--- src/itoa_pkg.sv ---
package itoa_pkg;

  localparam int MAG_W      = 64;
  localparam int DIG_W      = 4;
  localparam int MAX_DIGITS = 20;
  localparam int BCD_W      = MAX_DIGITS * DIG_W;
  localparam int DIDX_W     = $clog2(MAX_DIGITS);
  localparam int SHIFT_W    = $clog2(MAG_W);

  localparam logic [DIDX_W-1:0]  DEC_TOP    = DIDX_W'(MAX_DIGITS - 1);
  localparam logic [DIDX_W-1:0]  HEX_TOP    = DIDX_W'(MAG_W / DIG_W - 1);
  localparam logic [SHIFT_W-1:0] SHIFT_LAST = SHIFT_W'(MAG_W - 1);

  localparam logic [7:0] CH_ZERO    = 8'h30;
  localparam logic [7:0] CH_MINUS   = 8'h2d;
  localparam logic [7:0] CH_UPPER_A = 8'h41;
  localparam logic [7:0] CH_LOWER_A = 8'h61;

  typedef struct packed {
    logic start;
    logic is_hex;
  } conv_ctrl_t;

  typedef struct packed {
    logic busy;
  } conv_stat_t;

  function automatic logic [7:0] digit_char(input logic [DIG_W-1:0] d, input logic upper);
    logic [7:0] base;
    base = upper ? CH_UPPER_A : CH_LOWER_A;
    if (d < DIG_W'(10)) begin
      digit_char = CH_ZERO + {4'b0, d};
    end else begin
      digit_char = base + {4'b0, d} - 8'd10;
    end
  endfunction

endpackage

--- src/itoa_if.sv ---
interface itoa_in_if;
  logic               valid;
  logic               ready;
  logic signed [63:0] value;
  logic               is_hex;
  logic               upper_case;
  logic               as_unsigned;
  logic [4:0]         pad_zeros;

  modport source (output valid, value, is_hex, upper_case, as_unsigned, pad_zeros,
                  input ready);
  modport sink (input valid, value, is_hex, upper_case, as_unsigned, pad_zeros,
                output ready);
endinterface

interface itoa_out_if;
  logic       valid;
  logic       ready;
  logic [7:0] ch;
  logic       last;

  modport source (output valid, ch, last, input ready);
  modport sink (input valid, ch, last, output ready);
endinterface

--- src/itoa_dabble.sv ---
module itoa_dabble (
  input  logic                          clk,
  input  logic                          rst_n,
  input  itoa_pkg::conv_ctrl_t          ctrl,
  input  logic [itoa_pkg::MAG_W-1:0]    mag,
  input  logic [itoa_pkg::DIDX_W-1:0]   rd_idx,
  output itoa_pkg::conv_stat_t          stat,
  output logic [itoa_pkg::DIG_W-1:0]    rd_digit
);
  import itoa_pkg::*;

  logic [MAG_W-1:0]   mag_r;
  logic [BCD_W-1:0]   bcd_r;
  logic [BCD_W-1:0]   adj;
  logic               busy_r;
  logic [SHIFT_W-1:0] cnt_r;

  // add 3 to every digit of 5 or more before the shift
  always_comb begin
    for (int i = 0; i < MAX_DIGITS; i++) begin
      if (bcd_r[i*DIG_W +: DIG_W] >= DIG_W'(5)) begin
        adj[i*DIG_W +: DIG_W] = bcd_r[i*DIG_W +: DIG_W] + DIG_W'(3);
      end else begin
        adj[i*DIG_W +: DIG_W] = bcd_r[i*DIG_W +: DIG_W];
      end
    end
  end

  always_ff @(posedge clk) begin
    if (!rst_n) begin
      busy_r <= 1'b0;
      cnt_r  <= '0;
    end else if (ctrl.start) begin
      busy_r <= !ctrl.is_hex;
      cnt_r  <= '0;
    end else if (busy_r) begin
      cnt_r <= cnt_r + SHIFT_W'(1);
      if (cnt_r == SHIFT_LAST) begin
        busy_r <= 1'b0;
      end
    end
  end

  always_ff @(posedge clk) begin
    if (ctrl.start) begin
      mag_r <= mag;
      if (ctrl.is_hex) begin
        bcd_r <= BCD_W'(mag);
      end else begin
        bcd_r <= '0;
      end
    end else if (busy_r) begin
      bcd_r <= {adj[BCD_W-2:0], mag_r[MAG_W-1]};
      mag_r <= {mag_r[MAG_W-2:0], 1'b0};
    end
  end

  assign stat.busy = busy_r;
  assign rd_digit  = (rd_idx < DIDX_W'(MAX_DIGITS)) ? bcd_r[rd_idx*DIG_W +: DIG_W] : '0;

endmodule

--- src/integer_to_ascii.sv ---
// Sequence: decimal runs the value through the add-3 shifter (64 shifts), then a
//   leading-zero scan finds the first digit to emit; hex skips the shifter and goes
//   straight to the scan.
// Throughput: one character per cycle once emitting, while out_chan.ready is high; the
//   next value is taken as soon as the last character sits in the output register.
// Reset: synchronous active-low rst_n returns to idle with the output register empty.
module integer_to_ascii #(
  parameter int MAX_PAD = 31
) (
  input logic         clk,
  input logic         rst_n,
  itoa_in_if.sink     in_chan,
  itoa_out_if.source  out_chan
);
  import itoa_pkg::*;

  localparam int PAD_W = $clog2(MAX_PAD + 2);

  typedef enum logic [5:0] {
    S_IDLE  = 6'b000001,
    S_CONV  = 6'b000010,
    S_SCAN  = 6'b000100,
    S_SIGN  = 6'b001000,
    S_PAD   = 6'b010000,
    S_DIGIT = 6'b100000
  } state_t;

  state_t            state_r, state_nxt;
  logic              minus_r, minus_nxt;
  logic              upper_r, upper_nxt;
  logic              hex_r, hex_nxt;
  logic [PAD_W-1:0]  pad_r, pad_nxt;
  logic [DIDX_W-1:0] idx_r, idx_nxt;
  logic              out_valid_r, out_valid_nxt;
  logic [7:0]        out_ch_r, out_ch_nxt;
  logic              out_last_r, out_last_nxt;

  logic              in_fire;
  logic              out_free;
  logic              neg;
  logic [MAG_W-1:0]  raw;
  logic [MAG_W-1:0]  mag;
  logic [PAD_W-1:0]  pad_sat;
  logic [DIG_W-1:0]  rd_digit;
  conv_ctrl_t        conv_ctrl;
  conv_stat_t        conv_stat;

  assign in_chan.ready = (state_r == S_IDLE);
  assign in_fire       = in_chan.valid && in_chan.ready;
  assign out_free      = !out_valid_r || out_chan.ready;

  assign raw = $unsigned(in_chan.value);
  assign neg = !in_chan.as_unsigned && raw[MAG_W-1];
  assign mag = neg ? (~raw + MAG_W'(1)) : raw;

  always_comb begin
    if (int'(in_chan.pad_zeros) > MAX_PAD) begin
      pad_sat = PAD_W'(MAX_PAD);
    end else begin
      pad_sat = PAD_W'(in_chan.pad_zeros);
    end
  end

  assign conv_ctrl.start  = in_fire;
  assign conv_ctrl.is_hex = in_chan.is_hex;

  itoa_dabble u_dabble (
    .clk      (clk),
    .rst_n    (rst_n),
    .ctrl     (conv_ctrl),
    .mag      (mag),
    .rd_idx   (idx_r),
    .stat     (conv_stat),
    .rd_digit (rd_digit)
  );

  always_comb begin
    state_nxt     = state_r;
    minus_nxt     = minus_r;
    upper_nxt     = upper_r;
    hex_nxt       = hex_r;
    pad_nxt       = pad_r;
    idx_nxt       = idx_r;
    out_valid_nxt = out_valid_r && !out_chan.ready;
    out_ch_nxt    = out_ch_r;
    out_last_nxt  = out_last_r;
    case (state_r)
      S_IDLE: begin
        if (in_fire) begin
          minus_nxt = neg;
          upper_nxt = in_chan.upper_case;
          hex_nxt   = in_chan.is_hex;
          pad_nxt   = pad_sat;
          state_nxt = S_CONV;
        end
      end
      S_CONV: begin
        if (!conv_stat.busy) begin
          idx_nxt   = hex_r ? HEX_TOP : DEC_TOP;
          state_nxt = S_SCAN;
        end
      end
      S_SCAN: begin
        if (rd_digit == '0 && idx_r != '0) begin
          idx_nxt = idx_r - DIDX_W'(1);
        end else if (minus_r) begin
          state_nxt = S_SIGN;
        end else if (pad_r != '0) begin
          state_nxt = S_PAD;
        end else begin
          state_nxt = S_DIGIT;
        end
      end
      S_SIGN: begin
        if (out_free) begin
          out_valid_nxt = 1'b1;
          out_ch_nxt    = CH_MINUS;
          out_last_nxt  = 1'b0;
          minus_nxt     = 1'b0;
          state_nxt     = (pad_r != '0) ? S_PAD : S_DIGIT;
        end
      end
      S_PAD: begin
        if (out_free) begin
          out_valid_nxt = 1'b1;
          out_ch_nxt    = CH_ZERO;
          out_last_nxt  = 1'b0;
          pad_nxt       = pad_r - PAD_W'(1);
          if (pad_r == PAD_W'(1)) begin
            state_nxt = S_DIGIT;
          end
        end
      end
      S_DIGIT: begin
        if (out_free) begin
          out_valid_nxt = 1'b1;
          out_ch_nxt    = digit_char(rd_digit, upper_r);
          out_last_nxt  = (idx_r == '0);
          if (idx_r == '0) begin
            state_nxt = S_IDLE;
          end else begin
            idx_nxt = idx_r - DIDX_W'(1);
          end
        end
      end
      default: begin
        state_nxt = S_IDLE;
      end
    endcase
  end

  always_ff @(posedge clk) begin
    if (!rst_n) begin
      state_r     <= S_IDLE;
      out_valid_r <= 1'b0;
      minus_r     <= 1'b0;
      pad_r       <= '0;
      idx_r       <= '0;
    end else begin
      state_r     <= state_nxt;
      out_valid_r <= out_valid_nxt;
      minus_r     <= minus_nxt;
      pad_r       <= pad_nxt;
      idx_r       <= idx_nxt;
    end
  end

  always_ff @(posedge clk) begin
    upper_r    <= upper_nxt;
    hex_r      <= hex_nxt;
    out_ch_r   <= out_ch_nxt;
    out_last_r <= out_last_nxt;
  end

  assign out_chan.valid = out_valid_r;
  assign out_chan.ch    = out_ch_r;
  assign out_chan.last  = out_last_r;

endmodule

--- src/flat_wrapper.sv ---
// flat-port wrapper written by rule: the top's interface ports become plain ports
module integer_to_ascii_flat import itoa_pkg::*;
#(
  parameter int MAX_PAD = 31
)
  (clk, rst_n, in_chan_valid, in_chan_value, in_chan_is_hex, in_chan_upper_case, in_chan_as_unsigned, in_chan_pad_zeros, in_chan_ready, out_chan_valid, out_chan_ch, out_chan_last, out_chan_ready);
  itoa_in_if in_chan_i ();
  itoa_out_if out_chan_i ();
  input logic clk;
  input logic rst_n;
  input wire logic [$bits(in_chan_i.valid)-1:0] in_chan_valid;
  input wire logic [$bits(in_chan_i.value)-1:0] in_chan_value;
  input wire logic [$bits(in_chan_i.is_hex)-1:0] in_chan_is_hex;
  input wire logic [$bits(in_chan_i.upper_case)-1:0] in_chan_upper_case;
  input wire logic [$bits(in_chan_i.as_unsigned)-1:0] in_chan_as_unsigned;
  input wire logic [$bits(in_chan_i.pad_zeros)-1:0] in_chan_pad_zeros;
  output wire logic [$bits(in_chan_i.ready)-1:0] in_chan_ready;
  output wire logic [$bits(out_chan_i.valid)-1:0] out_chan_valid;
  output wire logic [$bits(out_chan_i.ch)-1:0] out_chan_ch;
  output wire logic [$bits(out_chan_i.last)-1:0] out_chan_last;
  input wire logic [$bits(out_chan_i.ready)-1:0] out_chan_ready;
  assign in_chan_i.valid = in_chan_valid;
  assign in_chan_i.value = in_chan_value;
  assign in_chan_i.is_hex = in_chan_is_hex;
  assign in_chan_i.upper_case = in_chan_upper_case;
  assign in_chan_i.as_unsigned = in_chan_as_unsigned;
  assign in_chan_i.pad_zeros = in_chan_pad_zeros;
  assign in_chan_ready = in_chan_i.ready;
  assign out_chan_valid = out_chan_i.valid;
  assign out_chan_ch = out_chan_i.ch;
  assign out_chan_last = out_chan_i.last;
  assign out_chan_i.ready = out_chan_ready;
  integer_to_ascii #(.MAX_PAD(MAX_PAD)) u_core (.clk(clk), .rst_n(rst_n), .in_chan(in_chan_i), .out_chan(out_chan_i));
endmodule
--- config.mk ---
export PLATFORM = sky130hd
export DESIGN_NAME = integer_to_ascii_flat
export DESIGN_NICKNAME = d
export VERILOG_FILES = /design/src/itoa_pkg.sv /design/src/itoa_if.sv /design/src/itoa_dabble.sv /design/src/integer_to_ascii.sv /design/src/flat_wrapper.sv
export SDC_FILE = /design/constraint.sdc
export NUM_CORES = 1
export LEC_CHECK = 0
export BUFFER_PORTS_ARGS = -buffer_cell sky130_fd_sc_hd__buf_2
export CORE_MARGIN = 1.5
export CORE_UTILIZATION = 45
export CTS_CLUSTER_DIAMETER = 150
export DETAILED_ROUTE_END_ITERATION = 10
export SLEW_MARGIN = 20
export SYNTH_ARGS = -nofsm -noshare
export SYNTH_HDL_FRONTEND = slang
export SYNTH_SLANG_ARGS = --single-unit
--- constraint.sdc ---
create_clock -name clk -period 9.1 [get_ports clk]
set_input_delay 1.365 -clock clk [delete_from_list [all_inputs] [get_ports clk]]
set_output_delay 1.365 -clock clk [all_outputs]
set_load 0.02 [all_outputs]
==> metrics.cfg <==
[final_layout]
drive_gt1_share_pct=12.83
seqCellArea_um2=5145
diodes=0
multi_input_area_um2=5823
final_nets=1366
fillers=2365
syn2layout_area_growth_pct=10.65

[yosys]
ys_top_cells_by_area=edfxtp_1 40%, ha_1 5.3%, xnor2_1 4.8%
synth.distinct_cells=67
synth_fa_ha_area_share_pct=5.259
muxShareOfSynthArea_pct=4.262
synth_compound_area_share_pct=18.48
synth_top_family_by_area=compound AO/OA/AOI/OAI gates
synth_top_cell_area_share_pct=40.50
ys_ff_latch=180
async_flop_share_pct=0
syn-cell-area_um2=11420
ys_warn_count=0
synthCells=1189
ys_seq_area_share_pct=45.05
synth-edff-count=154
synth_ff_type=edfxtp_1
synth_common_cells=154 x edfxtp_1, 124 x nand2_1, 107 x o21ai_0
yosys.area_share.simple_pct=15.97
synth_xor_area_share_pct=6.826
postSynthAreaPerCell_um2=9.604
synth.most_common_cell=edfxtp_1
yosys.area.top_type=edfxtp_1
synth_nets=1313

[setup_path]
reg2regPathDepth=5
critPathTopFamily=simple AND/OR/NAND/NOR gates
slowest_stage=or4b_1
end_kind=flip-flop
timing.rr.start=u_core.state_r[2]$_SDFFE_PN0P_
path_buf_inv=1
required_ns=9.24
r2r_slack_ns=5.07
critPathLaunchType=primary input
critPathLaunch=in_chan_value[8]
max_stage_delay_ns=0.80
arrival_ns=4.29
r2r_end=u_core.u_dabble.mag_r[45]$_DFFE_PP_
cp_cell_sequence=buf_2 -> nor4_1 -> nand4bb_1 -> or4b_1 -> or3_4 -> o41ai_2 -> xor2_1 -> o22ai_1
path_max_fanout=8
critPathKind=in -> reg

[grt]
grt_pass1_vias=8491
gr-total-overflow=0
antenna_found_initial=0
grt_max_degree=98
grt_pass1_wl_mm=45.93
grt_use_total_pct=22.11

[sta]
hold_viol_final=0
final_max_slew_viol_count=0
fin_skew_ns=0.008992
period_minus_slack_ns=4.149
rsz0062_at_grt=false
fmax_ghz=0.2410
worst_slew_pin_slew_ns=1.088
period_share_pct=45.60
finalSetupViolCount=0
setup_tns_ns=0
hold-worst-slack_ns=0.4881
max-slew-margin-rel_pct=27.47

[run_status]
status=finished clean

[cts]
cts_buffers=17
cts_tree=built
clockBufferDepth=2
cts_resized=0
cts-root-buf=clkbuf_16
holdBufCountCts=0
insertion_delay_ns=0.43
clk_pin_slew_worst_paths_ns=0.07
cts-htree-levels=4
cts.sinks=180
post-cts-setup-buffer-count=0

[min_path]
min-delay-start=u_core.pad_r[3]$_SDFFE_PN0P_
min_path_type=reg -> reg
hold_path_end=u_core.pad_r[3]$_SDFFE_PN0P_
hold_depth=2

[route]
wl_met1_mm=14.00
first_iter_violations=845
ant_nets=0
via_count=9175
wl_met2_mm=12.82
drc=0
avgViaCountPerCell=5.789
met3_length_mm=1.169
finalWirelength_mm=28.44
top_layer=met4
drtPass1Iterations=6
avgRoutedWirePerCell_um=17.95

[place]
gp_congestion=0.8488
post-dp-hpwl_mm=19.83
port_buffers=85

[pwr]
power.density_nw_per_um2=349.8
ir_drop_mv=0.1567
p_leak_nw=4.612

[floorplanning]
ios=87
die_x_um=162.3
design.core.area_um2=25040
start_util_pct=45.61
die_h_um=162.3
fp.dieArea_um2=26340
num_rows=58

[job]
maxCapViolCount=0

-- worst max path at each step --
stage,end,slack [ns],depth (start not counted)
2_1_floorplan,u_core.u_dabble.bcd_r[0]$_DFFE_PP_,3.33,6
3_3_place_gp,u_core.u_dabble.bcd_r[62]$_DFFE_PP_,4.60,8
3_5_place_dp,u_core.u_dabble.bcd_r[62]$_DFFE_PP_,4.54,8
4_1_cts,u_core.u_dabble.bcd_r[62]$_DFFE_PP_,4.97,8
5_1_grt,u_core.u_dabble.bcd_r[62]$_DFFE_PP_,4.77,8
6_report,u_core.u_dabble.bcd_r[62]$_DFFE_PP_,4.95,8
-- metal layers --
| metal | vias up | track usage (%) |
|---|---|---|
| met5 | - | 0 |
| li1 | 4492 | - |
| met4 | 0 | 5.379 |
| met2 | 222 | 34.30 |
| met1 | 4439 | 32.56 |
| met3 | 22 | 3.141 |
-- per-stage QoR --
stage	util (%)	total power, W	std cells	area (um2)	setup WS [ns]
floorplan	-	0.003253	1189	11420	3.325
CTS	50.47	0.004439	1585	12640	4.973
global placement	48.40	0.003708	1553	12120	4.602
global route	50.47	0.004779	1585	12640	4.766
detailed placement	48.40	0.003749	1553	12120	4.540
finish	50.47	0.004420	1585	12640	4.951
-- power breakdown --
group	switching (W)	internal, W
Combinational	0.00114	0.000763
Sequential	0.000318	0.00152
Clock	0.000329	0.000348
-- area by class of cell --
class | instances | area share (%)
well taps | 330 | 3.268
flip-flops and latches | 180 | 40.72
inverters | 61 | 1.812
multi-input cells | 886 | 46.08
clock inverters | 13 | 0.6733
repair buffers | 96 | 4.020
clock buffers | 19 | 3.426
-- kinds of logic (layout without fill, tap and decap cells) --
group	Yosys count	in the layout
mux	29	29
fa+ha+maj	48	48
xor+xnor	89	89
other cells	1	1
buf+inv	123	189
compound gates	353	353
flops	180	180
simple gates	366	366
-- state kept, by name, indices dropped and copies added (netlist names) --
signal	cells
u_core.u_dabble.mag_r	64
u_core.idx_r	5
u_core.upper_r	1
u_core.out_chan.valid	1
u_core.minus_r	1
u_core.hex_r	1
u_core.out_chan.ch	7
u_core.u_dabble.cnt_r	6
u_core.u_dabble.stat	1
u_core.state_r	6
u_core.pad_r	6
u_core.u_dabble.bcd_r	80
u_core.out_chan.last	1
-- worst min-delay path: stages, from the launching register on --
cell and delay, ns:
dfxtp_1 0.31, nand2_1 0.05, o32ai_1 0.07
-- layout by cell type, fill, tap and decap left out, drive strengths merged, types with 14 or more instances in the layout --
| cell type | n |
|---|---|
| a21oi | 102 |
| a31oi | 16 |
| buf | 96 |
| clkbuf | 19 |
| dfxtp | 26 |
| edfxtp | 154 |
| ha | 48 |
| inv | 63 |
| mux4 | 15 |
| nand2 | 124 |
| nand2b | 25 |
| nor2 | 87 |
| nor3 | 24 |
| nor3b | 37 |
| nor4 | 14 |
| o21ai | 107 |
| o22ai | 51 |
| o31ai | 20 |
| xnor2 | 62 |
| xor2 | 27 |
(Power assumes the default switching activity.)
